### config.mk
export PLATFORM = sky130hd
export DESIGN_NAME = modular_arithmetic_unit
export DESIGN_NICKNAME = d
export VERILOG_FILES = /design/src/sv/mau_pkg.sv /design/src/sv/modular_arithmetic_unit.sv /design/src/sv/mau_mulred.sv
export SDC_FILE = /design/constraint.sdc
export NUM_CORES = 2
export LEC_CHECK = 0
export BUFFER_PORTS_ARGS = -buffer_cell sky130_fd_sc_hd__buf_2
export CORE_UTILIZATION = 28
export CTS_CLUSTER_DIAMETER = 60
export DETAILED_ROUTE_END_ITERATION = 8
export GPL_TIMING_DRIVEN = 0
export PLACE_DENSITY = 0.54
export SLEW_MARGIN = 20
export SYNTH_ARGS = -nofsm -noshare
export SYNTH_HDL_FRONTEND = slang
export SYNTH_SLANG_ARGS = --single-unit
export TNS_END_PERCENT = 10
### constraint.sdc
create_clock -name i_clk -period 8.6 [get_ports i_clk]
set_input_delay 1.72 -clock i_clk [delete_from_list [all_inputs] [get_ports i_clk]]
set_output_delay 1.72 -clock i_clk [all_outputs]
set_load 0.1 [all_outputs]
### src/sv/mau_pkg.sv
// ---------------------------------------------------------------------------
// mau_pkg
// Shared types and constants of the modular arithmetic unit.
// ---------------------------------------------------------------------------
package mau_pkg;

    // operation selector codes
    typedef enum logic [3:0] {
        FN_REDUCE = 4'd0,
        FN_ADD    = 4'd1,
        FN_SUB    = 4'd2,
        FN_MUL    = 4'd3,
        FN_POW    = 4'd4,
        FN_INV    = 4'd5,
        FN_DIV    = 4'd6,
        FN_INC    = 4'd7,
        FN_DEC    = 4'd8,
        FN_NEG    = 4'd9,
        FN_EQ     = 4'd10,
        FN_NEQ    = 4'd11
    } t_func;

    localparam int FUNC_W = 4;
    localparam int RAW_W  = 64;
    localparam int CNT_W  = 7;
    localparam logic [30:0] MOD_RESET = 31'd998244353;

endpackage

### src/sv/modular_arithmetic_unit.sv
// ---------------------------------------------------------------------------
// modular_arithmetic_unit
// Modular arithmetic over a programmable modulus with Fermat inverse.
// ---------------------------------------------------------------------------
// Usage: a request arrives on the s_axis channel (tuser = func, tdata =
// operand_a, operand_b, exponent, raw_value from bit 0 up) and one result
// leaves on the m_axis channel. The modulus is written through i_cfg_we /
// i_cfg_wdata; the user must write it only while the block is idle, which
// the block itself does not enforce. All reductions and products, also the
// 64-bit signed reduce, go through one bit-serial multiply/reduce unit.
// Operands are first reduced, a then b. Add, sub, inc, dec, negate and
// compares then finish in S_EXEC; mul takes one more product; pow takes up
// to 2*EXP_WIDTH products; inverse and divide take a power with exponent
// modulus-2 (plus one product for divide). A modulus below 2 answers in
// the cycle after the request is accepted. One request is handled at a
// time: s_axis tready is high only when idle. The result is held in an
// output register until the receiver takes it; a stall on m_axis simply
// holds the block. Reset restores the modulus to 998244353 and returns to
// idle; there is no clearing pass.
// ---------------------------------------------------------------------------
module modular_arithmetic_unit
    import mau_pkg::*;
#(
    parameter int VALUE_WIDTH = 31,
    parameter int EXP_WIDTH   = 63
) (
    input  logic                  i_clk,
    input  logic                  i_rst_n,
    input  logic                  i_cfg_we,
    input  logic [VALUE_WIDTH-1:0] i_cfg_wdata,
    input  logic                  i_s_axis_tvalid,
    output logic                  o_s_axis_tready,
    // operand_a, operand_b, exponent, raw_value, zero pad
    input  logic [((2*VALUE_WIDTH+EXP_WIDTH+RAW_W+7)/8)*8-1:0] i_s_axis_tdata,
    // func
    input  logic [FUNC_W-1:0]     i_s_axis_tuser,
    output logic                  o_m_axis_tvalid,
    input  logic                  i_m_axis_tready,
    // result, zero pad
    output logic [((VALUE_WIDTH+7)/8)*8-1:0] o_m_axis_tdata
);

    localparam int VW = VALUE_WIDTH;
    localparam int XW = (EXP_WIDTH > VALUE_WIDTH) ? EXP_WIDTH : VALUE_WIDTH;
    localparam int OW = ((VALUE_WIDTH+7)/8)*8;

    typedef enum logic [8:0] {
        S_IDLE  = 9'b000000001,
        S_RA    = 9'b000000010,
        S_RB    = 9'b000000100,
        S_EXEC  = 9'b000001000,
        S_RAW   = 9'b000010000,
        S_PLOOP = 9'b000100000,
        S_PMUL  = 9'b001000000,
        S_PSQ   = 9'b010000000,
        S_FMUL  = 9'b100000000
    } t_state;

    t_state               r_state, n_state;
    logic                 r_out_valid, n_out_valid;
    logic [VW-1:0]        r_mod;
    logic [FUNC_W-1:0]    r_func;
    logic [VW-1:0]        r_a, r_b, r_ra, r_rb, r_acc, r_base, r_res;
    logic [VW-1:0]        n_ra, n_rb, n_acc, n_base, n_res;
    logic [XW-1:0]        r_exp, n_exp;
    logic [RAW_W-1:0]     r_raw;
    logic                 r_div, n_div;

    logic                 u_start, u_done;
    logic [VW-1:0]        u_x, u_res;
    logic [RAW_W-1:0]     u_y;
    logic [CNT_W-1:0]     u_n;

    logic                 in_fire, raw_neg;
    logic [RAW_W-1:0]     raw_mag;
    logic [VW:0]          add_s, sub_s, inc_s;
    logic [VW-1:0]        alu;

    assign in_fire         = i_s_axis_tvalid && o_s_axis_tready;
    assign o_s_axis_tready = (r_state == S_IDLE) && !r_out_valid;
    assign o_m_axis_tvalid = r_out_valid;
    assign o_m_axis_tdata  = OW'(r_res);

    // modulus register
    always_ff @(posedge i_clk) begin
        if (!i_rst_n) begin
            r_mod <= VW'(MOD_RESET);
        end else if (i_cfg_we) begin
            r_mod <= i_cfg_wdata;
        end
    end

    // shared multiply/reduce unit
    mau_mulred #(.VALUE_WIDTH(VW)) u_mulred (
        .i_clk   (i_clk),
        .i_rst_n (i_rst_n),
        .i_mod   (r_mod),
        .i_start (u_start),
        .i_x     (u_x),
        .i_y     (u_y),
        .i_n     (u_n),
        .o_done  (u_done),
        .o_res   (u_res)
    );

    // combinational ops on reduced operands
    always_comb begin
        add_s = {1'b0, r_ra} + {1'b0, r_rb};
        sub_s = {1'b0, r_ra} + {1'b0, r_mod} - {1'b0, r_rb};
        inc_s = {1'b0, r_ra} + (VW+1)'(1);
        unique case (r_func)
            FN_ADD:  alu = (add_s >= {1'b0, r_mod}) ? VW'(add_s - {1'b0, r_mod})
                                                    : VW'(add_s);
            FN_SUB:  alu = (r_ra >= r_rb) ? r_ra - r_rb : VW'(sub_s);
            FN_INC:  alu = (inc_s >= {1'b0, r_mod}) ? '0 : VW'(inc_s);
            FN_DEC:  alu = (r_ra == '0) ? r_mod - VW'(1) : r_ra - VW'(1);
            FN_NEG:  alu = (r_ra == '0) ? '0 : r_mod - r_ra;
            FN_EQ:   alu = VW'(r_ra == r_rb);
            FN_NEQ:  alu = VW'(r_ra != r_rb);
            default: alu = '0;
        endcase
    end

    assign raw_neg = r_raw[RAW_W-1];
    assign raw_mag = raw_neg ? (~r_raw + RAW_W'(1)) : r_raw;

    // sequencer
    always_comb begin
        n_state     = r_state;
        n_out_valid = r_out_valid;
        n_ra   = r_ra;
        n_rb   = r_rb;
        n_acc  = r_acc;
        n_base = r_base;
        n_exp  = r_exp;
        n_res  = r_res;
        n_div  = r_div;
        u_start = 1'b0;
        u_x     = VW'(1);
        u_y     = '0;
        u_n     = CNT_W'(VW);
        unique case (r_state)
            S_IDLE: begin
                if (r_out_valid && i_m_axis_tready) begin
                    n_out_valid = 1'b0;
                end
                if (in_fire) begin
                    if (r_mod < VW'(2)) begin
                        n_res       = VW'(i_s_axis_tuser == FN_EQ);
                        n_out_valid = 1'b1;
                    end else begin
                        u_start = 1'b1;
                        u_y     = {i_s_axis_tdata[VW-1:0], {(RAW_W-VW){1'b0}}};
                        n_state = S_RA;
                    end
                end
            end
            S_RA: begin
                if (u_done) begin
                    n_ra    = u_res;
                    u_start = 1'b1;
                    u_y     = {r_b, {(RAW_W-VW){1'b0}}};
                    n_state = S_RB;
                end
            end
            S_RB: begin
                if (u_done) begin
                    n_rb    = u_res;
                    n_state = S_EXEC;
                end
            end
            S_EXEC: begin
                n_acc  = VW'(1);
                n_div  = 1'b0;
                n_state = S_IDLE;
                n_out_valid = 1'b1;
                n_res  = alu;
                priority if (r_func == FN_REDUCE) begin
                    u_start = 1'b1;
                    u_y     = raw_mag;
                    u_n     = CNT_W'(RAW_W);
                    n_out_valid = 1'b0;
                    n_state = S_RAW;
                end else if (r_func == FN_MUL) begin
                    u_start = 1'b1;
                    u_x     = r_ra;
                    u_y     = {r_rb, {(RAW_W-VW){1'b0}}};
                    n_out_valid = 1'b0;
                    n_state = S_FMUL;
                end else if (r_func == FN_POW) begin
                    n_base  = r_ra;
                    n_out_valid = 1'b0;
                    n_state = S_PLOOP;
                end else if (r_func == FN_INV && r_ra != '0) begin
                    n_base  = r_ra;
                    n_exp   = XW'(r_mod) - XW'(2);
                    n_out_valid = 1'b0;
                    n_state = S_PLOOP;
                end else if (r_func == FN_DIV && r_rb != '0) begin
                    n_base  = r_rb;
                    n_exp   = XW'(r_mod) - XW'(2);
                    n_div   = 1'b1;
                    n_out_valid = 1'b0;
                    n_state = S_PLOOP;
                end else begin
                    n_res = alu;
                end
            end
            S_RAW: begin
                if (u_done) begin
                    n_res = (raw_neg && u_res != '0) ? r_mod - u_res : u_res;
                    n_out_valid = 1'b1;
                    n_state = S_IDLE;
                end
            end
            S_PLOOP: begin
                u_start = 1'b1;
                if (r_exp == '0) begin
                    if (r_div) begin
                        u_x     = r_ra;
                        u_y     = {r_acc, {(RAW_W-VW){1'b0}}};
                        n_state = S_FMUL;
                    end else begin
                        u_start = 1'b0;
                        n_res   = r_acc;
                        n_out_valid = 1'b1;
                        n_state = S_IDLE;
                    end
                end else if (r_exp[0]) begin
                    u_x     = r_acc;
                    u_y     = {r_base, {(RAW_W-VW){1'b0}}};
                    n_state = S_PMUL;
                end else begin
                    u_x     = r_base;
                    u_y     = {r_base, {(RAW_W-VW){1'b0}}};
                    n_state = S_PSQ;
                end
            end
            S_PMUL: begin
                if (u_done) begin
                    n_acc   = u_res;
                    u_start = 1'b1;
                    u_x     = r_base;
                    u_y     = {r_base, {(RAW_W-VW){1'b0}}};
                    n_state = S_PSQ;
                end
            end
            S_PSQ: begin
                if (u_done) begin
                    n_base  = u_res;
                    n_exp   = r_exp >> 1;
                    n_state = S_PLOOP;
                end
            end
            S_FMUL: begin
                if (u_done) begin
                    n_res   = u_res;
                    n_out_valid = 1'b1;
                    n_state = S_IDLE;
                end
            end
            default: n_state = S_IDLE;
        endcase
    end

    // control registers
    always_ff @(posedge i_clk) begin
        if (!i_rst_n) begin
            r_state     <= S_IDLE;
            r_out_valid <= 1'b0;
        end else begin
            r_state     <= n_state;
            r_out_valid <= n_out_valid;
        end
    end

    // payload registers
    always_ff @(posedge i_clk) begin
        if (in_fire) begin
            r_a    <= i_s_axis_tdata[VW-1:0];
            r_b    <= i_s_axis_tdata[2*VW-1:VW];
            r_exp  <= XW'(i_s_axis_tdata[2*VW+EXP_WIDTH-1:2*VW]);
            r_raw  <= i_s_axis_tdata[2*VW+EXP_WIDTH+RAW_W-1:2*VW+EXP_WIDTH];
            r_func <= i_s_axis_tuser;
        end else begin
            r_exp  <= n_exp;
        end
        r_ra   <= n_ra;
        r_rb   <= n_rb;
        r_acc  <= n_acc;
        r_base <= n_base;
        r_res  <= n_res;
        r_div  <= n_div;
    end

endmodule

### src/sv/mau_mulred.sv
// ---------------------------------------------------------------------------
// mau_mulred
// Bit-serial modular multiply and reduce: r = 2r + bit*x mod m per cycle,
// walking the y word from its top bit through its first n bits.
// ---------------------------------------------------------------------------
module mau_mulred
    import mau_pkg::*;
#(
    parameter int VALUE_WIDTH = 31
) (
    input  logic                   i_clk,
    input  logic                   i_rst_n,
    input  logic [VALUE_WIDTH-1:0] i_mod,
    input  logic                   i_start,
    input  logic [VALUE_WIDTH-1:0] i_x,
    input  logic [RAW_W-1:0]       i_y,
    input  logic [CNT_W-1:0]       i_n,
    output logic                   o_done,
    output logic [VALUE_WIDTH-1:0] o_res
);

    logic [VALUE_WIDTH-1:0] r_r, n_r;
    logic [VALUE_WIDTH-1:0] r_x;
    logic [RAW_W-1:0]       r_y;
    logic [CNT_W-1:0]       r_cnt;
    logic                   r_busy, r_done;
    logic [VALUE_WIDTH:0]   dbl, dbl_red, sum;

    // one doubling, conditional add, two compare-subtracts
    always_comb begin
        dbl     = {r_r, 1'b0};
        dbl_red = (dbl >= {1'b0, i_mod}) ? dbl - {1'b0, i_mod} : dbl;
        sum     = dbl_red + (r_y[RAW_W-1] ? {1'b0, r_x} : '0);
        n_r     = (sum >= {1'b0, i_mod}) ? VALUE_WIDTH'(sum - {1'b0, i_mod})
                                         : VALUE_WIDTH'(sum);
    end

    // control
    always_ff @(posedge i_clk) begin
        if (!i_rst_n) begin
            r_busy <= 1'b0;
            r_done <= 1'b0;
        end else begin
            r_done <= 1'b0;
            if (i_start) begin
                r_busy <= 1'b1;
            end else if (r_busy && r_cnt == CNT_W'(1)) begin
                r_busy <= 1'b0;
                r_done <= 1'b1;
            end
        end
    end

    // datapath
    always_ff @(posedge i_clk) begin
        if (i_start) begin
            r_r   <= '0;
            r_x   <= i_x;
            r_y   <= i_y;
            r_cnt <= i_n;
        end else if (r_busy) begin
            r_r   <= n_r;
            r_y   <= {r_y[RAW_W-2:0], 1'b0};
            r_cnt <= r_cnt - CNT_W'(1);
        end
    end

    assign o_done = r_done;
    assign o_res  = r_r;

endmodule

==> After elaboration in Yosys (flattened, before gate mapping) <==
Index checks and enable logic that the tools add are counted.
W data, S select, Z words.
{ "totals": {"out_inout_bits": 34, "register_bits": 494, "word_cells": 215, "input_bits": 232} }
{ "classes": {"bitwise": 2, "add_sub_neg": 16, "reduce_logical": 33, "eq_ne": 44, "muxes": 95, "order_cmp": 6} }
{ "ops": {"columns": ["cell", "count"], "rows": [
  ["$mux W31", 25],
  ["$mux W64", 11],
  ["$mux W63", 7],
  ["$pmux W64 S5", 1],
  ["$pmux W31 S7", 1],
  ["$sub A31 B31 Y31", 6],
  ["$pmux W31 S5", 1],
  ["$ge A32 B31 Y1", 4],
  ["$pmux W63 S2", 1],
  ["$pmux W31 S2", 2],
  ["$mux W9", 11],
  ["$pmux W31 S3", 1],
  ["$reduce_bool A31 Y1", 3],
  ["$pmux W9 S8", 1],
  ["$add A64 B1 Y64 const B", 1],
  ["$not A64 Y64", 1],
  ["$logic_not A63 Y1", 1],
  ["$sub A31 B1 Y31 const B", 2],
  ["$add A31 B1 Y32 const B", 1],
  ["$add A31 B31 Y32", 1],
  ["$add A32 B31 Y32", 1],
  ["$mux W32", 1],
  ["$sub A31 B2 Y32 const B", 1],
  ["$sub A32 B31 Y32", 1],
  ["other kinds (46)", 110]
]} }

==> Logic depth before layout (Yosys ltp) <==
{ "depth": {"ltp_word": 9, "ltp_mapped": 36, "mapped_depth_nobuf": 33} }

==> Hierarchy <==
A second synthesis with hierarchy kept.
{ "unflattened": {"hier_cells": 4939, "hier_area_um2": 43196.4} }
{ "by_module_without_submodules": {"columns": ["mod", "n_inst", "cells_each", "area_per_inst_um2"], "rows": [
  ["modular_arithmetic_unit", 1, 3787, 32247.2],
  ["mau_mulred", 1, 1152, 10949.3]
]} }

==> Worst setup path before layout <==
Ideal clock, no wire load.
{ "synth_path": {"kind": "register to register", "startpoint": "register r_mod[11]", "endpoint": "register u_mulred.r_r[2], in the netlist u_mulred.o_res[2]", "arrival_ns": 7.018, "stages_incl_launch_ff": 35, "slack_ns": 1.452, "setup_time_ns": 0.130, "period_less_slack_ns": 7.148, "path_cell_list": "dfxtp_1 clkbuf_1 inv_1 ha_1 nand4_1 nor3_1 o32ai_1 o221ai_1 o21ai_0 nand2b_1 buf_1 buf_1 o21ai_0 ha_1 o211ai_1 o21ai_0 or3_1 a21o_1 a21oi_1 o21bai_1 a21oi_1 xnor2_1 ha_1 a21oi_1 o21ai_0 nor3_1 a21oi_1 a211oi_1 a311o_1 nand2_1 o22ai_1 nand2_1 buf_2 a41oi_1 o31ai_1"} }
{ "synth_via": {"elab_chain_len": 5, "elab_cells_between_ends": 11} }
{ "synth_rtl": {"columns": ["item", "line_no", "text"], "rows": [
  ["from (decl)", "modular_arithmetic_unit.sv:61", "logic [VW-1:0] r_mod;"],
  ["from (signal assigned)", "modular_arithmetic_unit.sv:87", "r_mod <= VW'(MOD_RESET);"],
  ["from (signal assigned)", "modular_arithmetic_unit.sv:89", "r_mod <= i_cfg_wdata;"],
  ["$sub A32 B31 Y32 / $ge A32 B31 Y1 (equally long branches)", "mau_mulred.sv:32", "dbl_red = (dbl >= {1'b0, i_mod}) ? dbl - {1'b0, i_mod} : dbl;"],
  ["$mux W32", "mau_mulred.sv:32", null],
  ["$add A32 B31 Y32", "mau_mulred.sv:33", "sum = dbl_red + (r_y[RAW_W-1] ? {1'b0, r_x} : '0);"],
  ["$ge A32 B31 Y1 / $sub A31 B31 Y31 (equally long branches)", "mau_mulred.sv:34", "n_r = (sum >= {1'b0, i_mod}) ? VALUE_WIDTH'(sum - {1'b0, i_mod})"],
  ["$mux W31", "mau_mulred.sv:34", null],
  ["to (signal assigned)", "mau_mulred.sv:62", "r_r <= n_r;"],
  ["to (decl)", "mau_mulred.sv:22", "logic [VALUE_WIDTH-1:0] r_r, n_r;"]
]} }
Parallel ways exist; a longest one is shown, timed or not.
A chain may end at the register's enable or synchronous reset.

==> Final worst setup path <==
{ "layout_path": {"startpoint": "register r_ra[1]", "endpoint": "register r_res[30], data pin"} }
{ "layout_via": {"elab_chain_len": 5, "elab_cells_between_ends": 19} }
{ "layout_rtl": {"columns": ["item", "line_no", "text"], "rows": [
  ["from (decl)", "modular_arithmetic_unit.sv:63", "logic [VW-1:0] r_a, r_b, r_ra, r_rb, r_acc, r_base, r_res;"],
  ["from (signal assigned)", "modular_arithmetic_unit.sv:288", "r_ra <= n_ra;"],
  ["$add A31 B31 Y31 (tied with other cells)", "modular_arithmetic_unit.sv:109", "sub_s = {1'b0, r_ra} + {1'b0, r_mod} - {1'b0, r_rb};"],
  ["$sub A31 B31 Y31 (tied with other cells)", "modular_arithmetic_unit.sv:109", null],
  ["$mux W31, on equally long branches", "modular_arithmetic_unit.sv:114, modular_arithmetic_unit.sv:112, modular_arithmetic_unit.sv:115", null],
  ["$pmux W31 S7 *", "modular_arithmetic_unit.sv:111", "unique case (r_func)"],
  ["$pmux W31 S5 *", "modular_arithmetic_unit.sv:142", "unique case (r_state)"],
  ["named net n_res[30]", "modular_arithmetic_unit.sv:64", "logic [VW-1:0] n_ra, n_rb, n_acc, n_base, n_res;"],
  ["to (signal assigned)", "modular_arithmetic_unit.sv:292", "r_res <= n_res;"],
  ["to (decl)", "modular_arithmetic_unit.sv:63", null]
]} }
Mark *: on every way through the listed nets, which the timed path passes. The rest lies on a longest branch.

==> impl_metrics.toml <==
[grt]
grtUsageTotal = 0.260
overflow = 0
grt_max_degree = 58
grt_pass1_wl_mm = 283
antenna_found_initial = 7
grt_pass1_vias = 39355

[yosys]
synth_cell_type_count = 93
synth_area_mm2 = 0.0424
synth_area_per_cell_um2 = 8.79
synth_enable_flop_cells = 420
synth_top_area_share = 0.297
yosysSeqAreaShare = 0.332
synth.ff_latch_count = 494
synth_area_leaders = "edfxtp_1 30%, ha_1 9.3%, xnor2_1 5.5%, a21oi_1 4.5%, o21ai_0 3.9%"
ys.flop_type = "edfxtp_1"
ys_async_sr_fraction = 0
synth_top_cell_by_area = "edfxtp_1"
yosysWarnings = 0
synthCells = 4828
syn_nets = 5412

[pwr]
ir_worst_vdd_uv = 259
power.density_mw_per_mm2 = 340
leakagePower_nw = 19.2

[layout]
finalNonFillerCells = 7303
final_util = 0.332
reg_top3 = "r_raw x64, u_mulred.r_y x64, r_exp x63"
drive_gt1_frac = 0.125
fin_nets = 5809
areaGrowthSynthToFinish_pct = 17.4

[routing]
wl_per_cell_um = 28.2
postRouteAntennaNets = 0
drtIter0Drc = 5439
m1WireLength_mm = 84.4
vias_per_cell = 5.77
wirelength_mm = 206
highest_layer = "met4"
met2_length_mm = 89.3
dr.pass1.iters = 9
drc = 0
dr_wl_met3_mm = 19.5
via_count = 42146

[place]
dp.cells = 7128
dp_hpwl_mm = 168
place.gp.congestion = 1.06
io_buffers = 260

[clocking]
clk_latency_ns = 0.71
numCtsBuffers = 70
h-tree-depth = 3
cts-root-buf = "clkbuf_16"
cts_max_path_buffers = 3
clock_sinks = 494
path_clk_slew_ns = 0.06
cts_tree = "done"

[critical_path]
worstSetupPathType = "reg2reg"
cp_max_fo = 12
arrival_ns = 8.91
critPathCaptureType = "flip-flop"
worst_setup_path_start_kind = "flip-flop"
cp.required_ns = 9.00

[run_status]
status = "complete, no violations"

[timing]
clock_skew_ns = 0.0368
fmax_ghz = 0.117
tightest_slew_ns = 1.31
setup_viol = 0
relSlewSlack = 0.122
rsz0062_at_grt = "no"
finalCritPeriodShare = 0.990
drv_slew = 0
period_minus_slack_ns = 8.51
finalHoldViolCount = 0

[hold_path]
hold_path.class = "reg2reg"

[floorplan]
core_mm2 = 0.150
rows = 142
die-area_mm2 = 0.153
fp.dieW_um = 391
io_pins = 266
die_h_um = 391
initial_core_util = 0.283

[job]
drv_cap = 0
-- report_power, final --
| part | internal (mW) | switching (mW) | leakage [nW] |
|---|---|---|---|
| Combinational | 3.66 | 6.25 | 13.4 |
| Clock | 1.68 | 1.33 | 1.15 |
| Sequential | 3.46 | 0.556 | 4.68 |
| Total | 8.80 | 8.14 | 19.2 |
-- worst max-delay path, stage by stage, from the launching register on --
cell       delay, ns
edfxtp_1        0.79
inv_1           0.39
ha_1            0.46
nor4b_1         0.64
nand4_1         0.41
nor3_2          0.70
clkbuf_1        0.68
buf_1           0.64
nor2_1          0.08
a21oi_1         0.14
ha_1            0.30
nand2_1         0.11
nor3_1          0.36
a32oi_1         0.27
or2_2           0.40
nor3_1          0.24
xnor2_1         0.17
o21ai_0         0.14
a2111oi_0       1.08
o211ai_1        0.15
-- final cells by class --
| class | count | area [um^2] |
|---|---|---|
| Fill cell | 15855 | 100000 |
| Multi-Input combinational cell | 3810 | 26600 |
| Sequential cell | 494 | 14100 |
| Clock buffer | 74 | 1770 |
| Timing Repair Buffer | 329 | 1950 |
| Buffer | 235 | 1000 |
| Clock inverter | 56 | 626 |
| Inverter | 285 | 1170 |
| Tap cell | 2016 | 2520 |
| Antenna cell | 4 | 10.0 |
-- synth_stat cells, drive strengths merged, types with 22 or more instances --
library cell	number
a221oi	40
buf	49
mux2i	97
a211oi	62
a21oi	379
nand2	403
o31ai	39
clkbuf	190
nand3	98
xor2	124
edfxtp	420
nor2b	69
o21ai	335
a22oi	54
a31oi	40
o211ai	51
nor2	342
and3	31
dfxtp	74
o21bai	39
nand4	63
fa	38
ha	314
a222oi	38
o22ai	51
a21o	107
a221o	67
xnor2	266
o221ai	22
nand2b	57
inv	284
nor4	84
and2	87
o21a	32
nor3	139
-- worst paths after layout --
kind	startpoint	to	slack, ns	depth (start not counted)
max	r_ra[1]	r_res[30]	0.09	19
min	u_mulred.o_res[30]	r_ra[30]	0.52	0
max reg2reg	r_ra[1]	r_res[30]	0.09	19
min reg2reg	u_mulred.o_res[30]	r_ra[30]	0.52	0
-- what timing repair did --
action	CTS	global route
buffers inserted	31	14
hold endpoints to repair	0	0
pin swaps	2	8
endpoints found under the setup margin	31	31
gates resized for setup	77	57
hold buffers	0	0
-- metal layers --
layer  up-vias  GRT usage
met5         -          0
met2      2364      0.401
met1     20489      0.344
met3       424     0.0445
li1      18869          -
met4         0      0.145
-- through the flow --
step           power [mW]  area (um^2)  hold slack (ns)  setup TNS, ns  worst slack, ns
3_3_place_gp         13.2        46200            0.462        -105.90            -2.83
6_report             16.9        49800            0.521              0           0.0874
5_1_grt              17.9        49800            0.515              0          0.00782
3_5_place_dp         13.3        46600            0.486         -79.44            -2.78
4_1_cts              16.6        49500            0.498              0          0.00422
2_1_floorplan        10.6        42400            0.424              0             1.45
-- cell usage in the layout, fill, tap and decap left out, types with 177 or more instances in the layout --
cell / count
ha_1: 310
a21oi_1: 372
buf_2: 293
edfxtp_1: 420
nand2_1: 398
inv_1: 257
o21ai_0: 321
clkbuf_1: 177
nor2_1: 340
xnor2_1: 266
-- cell families after synthesis --
| group | synth area share |
|---|---|
| AOI/OAI and AO/OA | 0.232 |
| xor gates and xnor gates | 0.0805 |
| adders and majority gates | 0.111 |
| buffers and inverters | 0.0477 |
| DFF | 0.332 |
| muxes | 0.0253 |
| other | 0.0000884 |
| and+or+nand+nor | 0.171 |
Power figures use the tool's default switching activity.
